[src/rtl/core/mdhl_pkg.sv]
`default_nettype none

package mdhl_pkg;

	localparam int unsigned WordW = 32;
	localparam int unsigned DwordW = 64;
	localparam int unsigned IterCnt = 32;
	localparam int unsigned CntW = $clog2(IterCnt);

	typedef enum logic [2:0] {
		OP_MULT  = 3'd0,
		OP_DIV   = 3'd1,
		OP_DIVU  = 3'd2,
		OP_MFLO  = 3'd3,
		OP_MFHI  = 3'd4,
		OP_MULT1 = 3'd5,
		OP_DIVU1 = 3'd6,
		OP_MFLO1 = 3'd7
	} op_t;

	typedef enum logic [1:0] {
		ST_IDLE,
		ST_CALC,
		ST_FIN
	} state_t;

	// Sequencer controls for the shared add/subtract unit
	typedef struct packed {
		logic load;
		logic step;
		logic is_mul;
	} core_ctrl_t;

	function automatic logic [DwordW-1:0] sext32(input logic [WordW-1:0] v);
		sext32 = {{(DwordW - WordW){v[WordW-1]}}, v};
	endfunction

endpackage

`default_nettype wire

[src/rtl/core/mdhl_core.sv]
`default_nettype none

module mdhl_core
	import mdhl_pkg::*;
(
	input  wire logic             clk,
	input  wire core_ctrl_t       ctrl,
	input  wire logic [WordW-1:0] load_mcand,
	input  wire logic [WordW-1:0] load_lo,
	output logic      [WordW-1:0] hi,
	output logic      [WordW-1:0] lo
);

	logic [WordW-1:0] hi_q;
	logic [WordW-1:0] lo_q;
	logic [WordW-1:0] mcand_q;
	logic [WordW:0]   a_op;
	logic [WordW:0]   b_op;
	logic             cin;
	logic [WordW+1:0] sum;

	// One adder: shift-add for multiply, trial subtract for restoring divide
	always_comb begin
		if (ctrl.is_mul) begin
			a_op = {1'b0, hi_q};
			b_op = lo_q[0] ? {1'b0, mcand_q} : '0;
			cin  = 1'b0;
		end else begin
			a_op = {hi_q, lo_q[WordW-1]};
			b_op = ~{1'b0, mcand_q};
			cin  = 1'b1;
		end
		sum = {1'b0, a_op} + {1'b0, b_op} + {{(WordW + 1){1'b0}}, cin};
	end

	always_ff @(posedge clk) begin
		if (ctrl.load) begin
			mcand_q <= load_mcand;
			lo_q    <= load_lo;
			hi_q    <= '0;
		end else if (ctrl.step) begin
			if (ctrl.is_mul) begin
				hi_q <= sum[WordW:1];
				lo_q <= {sum[0], lo_q[WordW-1:1]};
			end else if (sum[WordW+1]) begin
				// no borrow: divisor fits
				hi_q <= sum[WordW-1:0];
				lo_q <= {lo_q[WordW-2:0], 1'b1};
			end else begin
				hi_q <= a_op[WordW-1:0];
				lo_q <= {lo_q[WordW-2:0], 1'b0};
			end
		end
	end

	assign hi = hi_q;
	assign lo = lo_q;

endmodule

`default_nettype wire

[src/rtl/core/multiply_divide_hi_lo_unit.sv]
// Channel | Direction | Handshake           | Beat fields
// input   | in        | in_valid, in_stall   | op, rs_value, rt_value
// output  | out       | out_valid, out_stall | rd_value, rd_write
//
// mult, mult1, div, divu, divu1: load, then 32 passes through the one shared
// 33-bit adder, then a sign fix-up. mflo, mfhi, mflo1 skip the adder loop and
// go straight to the fix-up. One instruction is in flight at a time.
// arst_n clears both lo/hi pairs and the control state.
// A result held by out_stall keeps the unit in its fix-up state until taken.
`default_nettype none

module multiply_divide_hi_lo_unit
	import mdhl_pkg::*;
(
	input  wire logic              clk,
	input  wire logic              arst_n,
	input  wire logic              in_valid,
	output logic                   in_stall,
	input  wire logic [2:0]        op,
	input  wire logic [WordW-1:0]  rs_value,
	input  wire logic [WordW-1:0]  rt_value,
	output logic                   out_valid,
	input  wire logic              out_stall,
	output logic      [DwordW-1:0] rd_value,
	output logic                   rd_write
);

	state_t            state_q, state_d;
	logic [CntW-1:0]   cnt_q;
	op_t               op_q;
	logic              neg_q_q;
	logic              neg_r_q;
	logic [DwordW-1:0] lo_zero_q, hi_zero_q, lo_one_q, hi_one_q;
	logic              out_valid_q;
	logic [DwordW-1:0] rd_value_q;
	logic              rd_write_q;

	core_ctrl_t        ctrl;
	logic [WordW-1:0]  core_hi, core_lo;
	logic              accept;
	logic              finish;
	op_t               in_op;
	logic              in_signed, in_mul, in_arith;
	logic              neg_a, neg_b;
	logic [WordW-1:0]  mag_a, mag_b;

	logic [DwordW-1:0] prod;
	logic [WordW-1:0]  quo, rem;
	logic [DwordW-1:0] new_lo, new_hi, res_val;
	logic              res_wr, wr_pair0, wr_pair1;

	assign in_op  = op_t'(op);
	assign accept = in_valid && !in_stall;

	always_comb begin
		in_mul    = (in_op == OP_MULT) || (in_op == OP_MULT1);
		in_signed = in_mul || (in_op == OP_DIV);
		in_arith  = in_mul || (in_op == OP_DIV) || (in_op == OP_DIVU) || (in_op == OP_DIVU1);
		neg_a     = in_signed && rs_value[WordW-1];
		neg_b     = in_signed && rt_value[WordW-1];
		mag_a     = neg_a ? (~rs_value + 1'b1) : rs_value;
		mag_b     = neg_b ? (~rt_value + 1'b1) : rt_value;
	end

	always_ff @(posedge clk or negedge arst_n) begin
		if (!arst_n) begin
			state_q <= ST_IDLE;
		end else begin
			state_q <= state_d;
		end
	end

	always_comb begin
		state_d     = state_q;
		in_stall    = 1'b1;
		finish      = 1'b0;
		ctrl.load   = 1'b0;
		ctrl.step   = 1'b0;
		ctrl.is_mul = (op_q == OP_MULT) || (op_q == OP_MULT1);
		unique case (state_q)
			ST_IDLE: begin
				in_stall  = 1'b0;
				ctrl.load = in_valid;
				if (in_valid) begin
					state_d = in_arith ? ST_CALC : ST_FIN;
				end
			end
			ST_CALC: begin
				ctrl.step = 1'b1;
				if (cnt_q == CntW'(IterCnt - 1)) begin
					state_d = ST_FIN;
				end
			end
			ST_FIN: begin
				if (!out_valid_q || !out_stall) begin
					finish  = 1'b1;
					state_d = ST_IDLE;
				end
			end
			default: state_d = ST_IDLE;
		endcase
	end

	mdhl_core u_core (
		.clk        (clk),
		.ctrl       (ctrl),
		.load_mcand (in_mul ? mag_a : mag_b),
		.load_lo    (in_mul ? mag_b : mag_a),
		.hi         (core_hi),
		.lo         (core_lo)
	);

	always_ff @(posedge clk or negedge arst_n) begin
		if (!arst_n) begin
			cnt_q <= '0;
			op_q  <= OP_MULT;
		end else if (accept) begin
			cnt_q <= '0;
			op_q  <= in_op;
		end else if (ctrl.step) begin
			cnt_q <= cnt_q + 1'b1;
		end
	end

	always_ff @(posedge clk) begin
		if (accept) begin
			neg_q_q <= neg_a ^ neg_b;
			neg_r_q <= neg_a;
		end
	end

	// Sign fix-up; divide by zero falls out of the restoring loop as is
	always_comb begin
		prod     = neg_q_q ? (~{core_hi, core_lo} + 1'b1) : {core_hi, core_lo};
		quo      = neg_q_q ? (~core_lo + 1'b1) : core_lo;
		rem      = neg_r_q ? (~core_hi + 1'b1) : core_hi;
		new_lo   = '0;
		new_hi   = '0;
		res_val  = '0;
		res_wr   = 1'b0;
		wr_pair0 = 1'b0;
		wr_pair1 = 1'b0;
		unique case (op_q)
			OP_MULT, OP_MULT1: begin
				new_lo   = sext32(prod[WordW-1:0]);
				new_hi   = sext32(prod[DwordW-1:WordW]);
				res_val  = new_lo;
				res_wr   = 1'b1;
				wr_pair0 = (op_q == OP_MULT);
				wr_pair1 = (op_q == OP_MULT1);
			end
			OP_DIV, OP_DIVU, OP_DIVU1: begin
				new_lo   = sext32(quo);
				new_hi   = sext32(rem);
				wr_pair0 = (op_q != OP_DIVU1);
				wr_pair1 = (op_q == OP_DIVU1);
			end
			OP_MFLO: begin
				res_val = lo_zero_q;
				res_wr  = 1'b1;
			end
			OP_MFHI: begin
				res_val = hi_zero_q;
				res_wr  = 1'b1;
			end
			OP_MFLO1: begin
				res_val = lo_one_q;
				res_wr  = 1'b1;
			end
			default: begin
				res_val = '0;
			end
		endcase
	end

	always_ff @(posedge clk or negedge arst_n) begin
		if (!arst_n) begin
			lo_zero_q <= '0;
			hi_zero_q <= '0;
			lo_one_q  <= '0;
			hi_one_q  <= '0;
		end else if (finish) begin
			if (wr_pair0) begin
				lo_zero_q <= new_lo;
				hi_zero_q <= new_hi;
			end
			if (wr_pair1) begin
				lo_one_q <= new_lo;
				hi_one_q <= new_hi;
			end
		end
	end

	always_ff @(posedge clk or negedge arst_n) begin
		if (!arst_n) begin
			out_valid_q <= 1'b0;
		end else if (finish) begin
			out_valid_q <= 1'b1;
		end else if (!out_stall) begin
			out_valid_q <= 1'b0;
		end
	end

	always_ff @(posedge clk) begin
		if (finish) begin
			rd_value_q <= res_val;
			rd_write_q <= res_wr;
		end
	end

	assign out_valid = out_valid_q;
	assign rd_value  = rd_value_q;
	assign rd_write  = rd_write_q;

endmodule

`default_nettype wire

[config.mk]
export PLATFORM = sky130hd
export DESIGN_NAME = multiply_divide_hi_lo_unit
export DESIGN_NICKNAME = d
export VERILOG_FILES = /design/src/rtl/core/mdhl_pkg.sv /design/src/rtl/core/mdhl_core.sv /design/src/rtl/core/multiply_divide_hi_lo_unit.sv
export SDC_FILE = /design/constraint.sdc
export NUM_CORES = 1
export LEC_CHECK = 0
export ABC_AREA = 1
export BUFFER_PORTS_ARGS = -buffer_cell sky130_fd_sc_hd__buf_4
export CELL_PAD_IN_SITES_DETAIL_PLACEMENT = 0
export CELL_PAD_IN_SITES_GLOBAL_PLACEMENT = 1
export CORE_ASPECT_RATIO = 0.9
export CORE_MARGIN = 10
export CORE_UTILIZATION = 44
export DETAILED_ROUTE_END_ITERATION = 10
export PLACE_DENSITY_LB_ADDON = 0.1
export SYNTH_ARGS = -nofsm -noshare
export SYNTH_HDL_FRONTEND = slang
export SYNTH_HIERARCHICAL = 1
export SYNTH_SLANG_ARGS = --single-unit
export TNS_END_PERCENT = 50
[constraint.sdc]
create_clock -name clk -period 5.3 [get_ports clk]
set_input_delay 0.53 -clock clk [delete_from_list [all_inputs] [get_ports clk]]
set_output_delay 0.53 -clock clk [all_outputs]
set_load 0.05 [all_outputs]
==> results of run 1 <==
## worst max-delay path: stages (launching register included)
cell and delay [ps]:
dfrtp_1 490, inv_1 200, nand2_1 110, nand2_4 90
buf_4 640, nor2_1 140, o21bai_1 200, ha_1 360
nand2_1 140, inv_1 50, a21oi_1 320, o21bai_4 90
inv_2 60, nand2_2 90, a21oi_2 690, buf_4 270
nand2_1 70, nand3_2 80, a21oi_2 50
## final cells by class
type	instances	area (µm²)	share of cell area [%]
clock buffers	35	756	3.45
clock inverters	15	146	0.668
inverters	319	1200	5.46
multi-input cells	2403	11500	52.7
flip-flops and latches	238	6290	28.7
well taps	600	751	3.43
repair buffers	162	1230	5.61
## cell families (layout without fill, tap and decap cells)
group	Yosys count	after routing	share of synthesized area [%]
multiplexers	1	1	0.0507
AO/OA/AOI/OAI	463	463	13.0
flip-flops	238	238	31.9
buffers and inverters	465	531	9.99
AND/OR/NAND/NOR	1815	1815	38.8
adder cells (fa/ha/maj)	39	39	2.55
XOR/XNOR	85	85	3.81
## cell usage after synthesis, types with 11 or more instances
| master | count | area (µm²) |
|---|---|---|
| nor2_2 | 12 | 75.1 |
| clkbuf_1 | 65 | 244 |
| nor2_1 | 363 | 1360 |
| ha_1 | 37 | 463 |
| nand3_1 | 220 | 1100 |
| nand2_1 | 1065 | 4000 |
| a21oi_1 | 182 | 911 |
| nand3b_1 | 13 | 97.6 |
| o21ai_0 | 138 | 691 |
| a22oi_1 | 11 | 82.6 |
| nand4_1 | 45 | 282 |
| dfxtp_1 | 32 | 641 |
| buf_1 | 15 | 56.3 |
| buf_4 | 38 | 285 |
| xor2_1 | 51 | 447 |
| o21ai_1 | 82 | 410 |
| nand2_2 | 28 | 175 |
| inv_2 | 16 | 60.1 |
| or2_2 | 11 | 68.8 |
| inv_1 | 298 | 1120 |
| xnor2_1 | 33 | 289 |
| dfrtp_1 | 107 | 2680 |
| edfxtp_1 | 99 | 2970 |
| nor3_1 | 19 | 95.1 |
| buf_2 | 23 | 115 |
## per-layer routing
metal / routed length (µm) / vias to the layer above / global-route usage, % / share of wire [%]
met5: 13 / - / 0 / 0.018
met4: 1950 / 2 / 6.74 / 2.6
li1: - / 10100 / - / -
met1: 33600 / 9679 / 37.6 / 45
met2: 33000 / 796 / 41.4 / 45
met3: 5480 / 111 / 3.81 / 7.4
## registers in the layout (all words and copies together), names as in the netlist
name,cells
cnt_q,5
hi_zero_q,32
lo_one_q,32
lo_zero_q,32
neg_q_q,1
neg_r_q,1
op_q,3
out_valid,1
rd_value,32
rd_write,1
state_q,2
u_core/hi,32
u_core/lo,32
u_core/mcand_q,32
## through the flow
stage / total power [mW] / utilization, % / hold slack [ps]
CTS: 17.4 / 49.5 / 48.8
floorplan: 12.0 / - / 234
finish: 17.5 / 49.5 / 19.1
global placement: 15.3 / 47.4 / 465
global route: 18.9 / 49.5 / 79.8
detailed placement: 15.4 / 47.4 / 466
## report_power, final
group | total, mW | internal (mW) | switching (mW)
clock | 1.91 | 1.11 | 0.802
sequential | 3.87 | 2.92 | 0.948
combinational | 11.7 | 3.44 | 8.25
## worst paths after layout
kind,startpoint,end,slack [ps],cells after the start
worst min-delay path,arst_n,cnt_q[1],20,1
min in group clk,out_stall,out_valid,250,3
worst max register to register,op_q[2],u_core/hi[26],980,18
worst min register to register,lo_zero_q[0],lo_zero_q[0],480,2
worst max-delay path,op_q[2],u_core/hi[26],980,18
max in group asynchronous,arst_n,lo_zero_q[13],3920,2
==> flow_summary.json, run 1 <==
{
  "worstMarginPinSlew_ps": 1190,
  "rows": 73,
  "core_area_mm2": 0.0443,
  "maxCapViolCount": 0,
  "grt_max_degree": 92,
  "via_count": 20600,
  "place_area_mm2": 0.0210,
  "clk_latency_ps": 570,
  "rsz0062_at_grt": "no",
  "wl_per_cell_um": 19.6,
  "die_w_um": 243,
  "async_flop_share_pct": 45.0,
  "grt_pass1_wl_um": 114000,
  "layout_commonest_cell": "nand2_1",
  "drv_slew": 0,
  "synth-edff-count": 99,
  "ys.flop_type": "dfrtp_1",
  "nNetsFinal": 3261,
  "min_path_type": "input port to async pin",
  "synth-seq-cells": 238,
  "outcome": "finished clean",
  "max-slew-margin-rel_pct": 20.4,
  "clk_path_buf_depth": 3,
  "yosysUniqueCellTypes": 58,
  "syn_nets": 3216,
  "hold_viol": 0,
  "root_buffer": "clkbuf_16",
  "path_clk_slew_ps": 60,
  "ant_nets": 0,
  "hpwl_um": 56800,
  "period_needed_ps": 4320,
  "post_cts_buffers": 0,
  "track_usage_pct": 26.5,
  "worstPathRequired_ps": 5750,
  "yosysWarnings": 6,
  "route.detailed.drc": 0,
  "critPathKind": "register to register",
  "grt_pass1_vias": 19300,
  "initial_core_util_pct": 44.6,
  "avgSynthCellArea_um2": 6.36,
  "cts_tree": "yes",
  "p_per_area_mw_per_mm2": 797,
  "setup-tns-final_ps": 0,
  "dr.pass1.iters": 6,
  "cts_sinks": 238,
  "grt-ovfl-total": 0,
  "wl_um": 74000,
  "ctsResizeCount": 0,
  "finalClockSkew_ps": 10.9,
  "numCtsBuffers": 27,
  "nFillCells": 4645,
  "placed_cells_incl_taps": 3722,
  "area.growth.synth_to_final_pct": 11.0,
  "ir_drop_mv": 0.377,
  "finalSetupViolCount": 0,
  "fin_ws_ps": 982,
  "synth_cells": 3106,
  "final_cell_mix": "nand2_1, nor2_1, inv_1, nand3_1, a21oi_1",
  "cp_data_arrival_time_ps": 4770,
  "syn_area_mm2": 0.0197,
  "p_leak_nw": 10.4,
  "viasPerCell": 5.47,
  "place_congestion": 0.979,
  "fin_area_mm2": 0.0219,
  "die_h_um": 221,
  "dp_worst_setup_slack_ps": 1080,
  "top_level_ports": 138,
  "crit_fanout": 79,
  "end_kind": "register",
  "antenna_found_initial": 1,
  "h-tree-depth": 1,
  "die_area_mm2": 0.0538,
  "postCtsHoldBufs": 0,
  "drt_iter0_markers": 2164,
  "final_cells": 3772,
  "drive_gt1_share_pct": 10.5,
  "start_kind": "register",
  "seq_area_frac_synth_pct": 31.9,
  "fmax_mhz": 232,
  "antenna_cells": 0,
  "port_buffers": 137,
  "fin_crit_sh_pct": 81.5
}
Power figures use the tool's default switching activity.
==> run 2: changes to the inputs <==
==> constraint.sdc (replaced) <==
create_clock -name clk -period 4.5 [get_ports clk]
set_input_delay 0.45 -clock clk [delete_from_list [all_inputs] [get_ports clk]]
set_output_delay 0.45 -clock clk [all_outputs]
set_load 0.05 [all_outputs]
==> flow_summary.json, run 2 (synthesis gave the netlist of run 1 again) <==
{
  "viasPerCell": 5.45,
  "finalClockSkew_ps": 29.3,
  "wl_met2_um": 31400,
  "end_kind": "register",
  "rows": 73,
  "hpwl_um": 56100,
  "route.detailed.drc": 0,
  "p_switching_mw": 11.8,
  "pwr-share-comb_pct": 66.2,
  "ir_drop_mv": 0.455,
  "worstPathRequired_ps": 5000,
  "grt-ovfl-total": 0,
  "port_buffers": 137,
  "fin_area_mm2": 0.0220,
  "h-tree-depth": 1,
  "p_seq_share_pct": 22.1,
  "power.total_mw": 20.6,
  "clk_latency_ps": 590,
  "cts_tree": "yes",
  "fin_ws_ps": 385,
  "period_needed_ps": 4110,
  "die_area_mm2": 0.0538,
  "hold_viol": 0,
  "dp_worst_setup_slack_ps": 399,
  "critPathKind": "register to register",
  "cp_data_arrival_time_ps": 4610,
  "rsz0062_at_grt": "no",
  "wl_met3_um": 5660,
  "start_kind": "register",
  "track_usage_pct": 26.3,
  "path_clk_slew_ps": 60,
  "drv_slew": 0,
  "area.growth.synth_to_final_pct": 11.5,
  "max-slew-margin-rel_pct": 26.6,
  "grt_pass1_wl_um": 113000,
  "ant_nets": 0,
  "drive_gt1_share_pct": 10.8,
  "finalSetupViolCount": 0,
  "core_area_mm2": 0.0443,
  "min_path_type": "input port to register",
  "die_w_um": 243,
  "setup-tns-final_ps": 0,
  "nNetsFinal": 3266,
  "post_cts_buffers": 0,
  "die_h_um": 221,
  "top_level_ports": 138,
  "numCtsBuffers": 28,
  "internal_power_mw": 8.89,
  "wl_um": 73100,
  "place_congestion": 0.983,
  "antenna_cells": 0,
  "switching_share_pct": 56.9,
  "fin_crit_sh_pct": 91.4,
  "place_area_mm2": 0.0210,
  "p_leak_nw": 10.5,
  "dr.pass1.iters": 5,
  "fmax_mhz": 243,
  "via_count": 20600,
  "dr.max_layer_used": "met5",
  "clk_path_buf_depth": 3,
  "wl_per_cell_um": 19.4,
  "cts_sinks": 238,
  "maxCapViolCount": 0,
  "final_cell_mix": "nand2_1, nor2_1, inv_1, nand3_1, a21oi_1",
  "p_per_area_mw_per_mm2": 937,
  "worstMarginPinSlew_ps": 1100,
  "layout_commonest_cell": "nand2_1",
  "root_buffer": "clkbuf_16",
  "antenna_found_initial": 1,
  "drt_iter0_markers": 2246,
  "grt_pass1_vias": 19300,
  "crit_fanout": 34,
  "met1Wirelength_um": 33800,
  "initial_core_util_pct": 44.6,
  "grt_max_degree": 80,
  "outcome": "finished clean",
  "pwr-share-clk_pct": 11.7
}
## run 2: cell count changes in the layout (fill, tap and decap cells not counted), moves of 2 or more
| cell | before | now |
|---|---|---|
| clkbuf_16 | 27 | 29 |
| clkinv_1 | 10 | 6 |
| clkbuf_1 | 3 | 1 |
| buf_4 | 161 | 164 |
| inv_6 | 1 | 3 |
## run 2: through the flow
stage | hold WS, ps | utilization [%] | cells
6_report | 162 | 49.7 | 3777
5_1_grt | 157 | 49.7 | 3777
4_1_cts | 143 | 49.7 | 3777
3_5_place_dp | 467 | 47.4 | 3725
3_3_place_gp | 465 | 47.4 | 3725
2_1_floorplan | 154 | - | 3106
## run 2: path summary, 6_finish.rpt
path / from / to / slack [ps] / cells past startpoint
worst max-delay path: op_q[2] / u_core/hi[23] / 390 / 24
worst min-delay path: op[2] / op_q[2] / 160 / 3
worst max register to register: op_q[2] / u_core/hi[23] / 390 / 24
worst min register to register: lo_one_q[7] / lo_one_q[7] / 480 / 2
max in group asynchronous: arst_n / lo_zero_q[10] / 2970 / 3
min in group asynchronous: arst_n / out_valid / 460 / 2
## run 2: metal layers
metal	track usage [%]	up-vias
li1	-	10100
met1	38.0	9617
met2	39.5	813
met3	4.13	112
met4	7.63	2
met5	0	-
## run 2: area by class of cell
class,count,area (µm²)
sequential,238,6290
tap,600,751
fill,4597,22300
clock buffer,36,812
inverter,319,1200
clock inverter,15,178
multi-input combinational,2403,11500
timing repair buffer,166,1250
## run 2: power groups by stage
stage	Combinational (mW)	Clock [mW]	Sequential [mW]
floorplan	9.66	0	4.46
global placement	13.4	0	4.55
detailed placement	13.5	0	4.56
CTS	13.5	2.45	4.53
global route	15.1	2.55	4.66
finish	13.7	2.41	4.56
## run 2: critical path: stages, from the launching register on
cell and delay (ps):
dfrtp_1 520, inv_1 180, nand2_1 140, nand2_4 110
buf_6 220, nand2_1 90, buf_4 370, nand2_1 80
o21ai_0 130, fa_1 230, inv_1 90, fa_1 440
nand3_1 110, nand3_1 170, nand2_1 110, nand2_1 120
nand2_1 80, nand2_1 140, nand2_1 120, nand2_1 80
nand2_1 150, nand3_1 90, nand2_1 80, inv_1 50
a21oi_2 120
## run 2: what timing repair did
item | CTS | global route
endpoints found under the hold margin | 44 | 0
setup endpoints to repair | 0 | 2
gates resized for setup | 0 | 1
hold buffers | 1 | 0
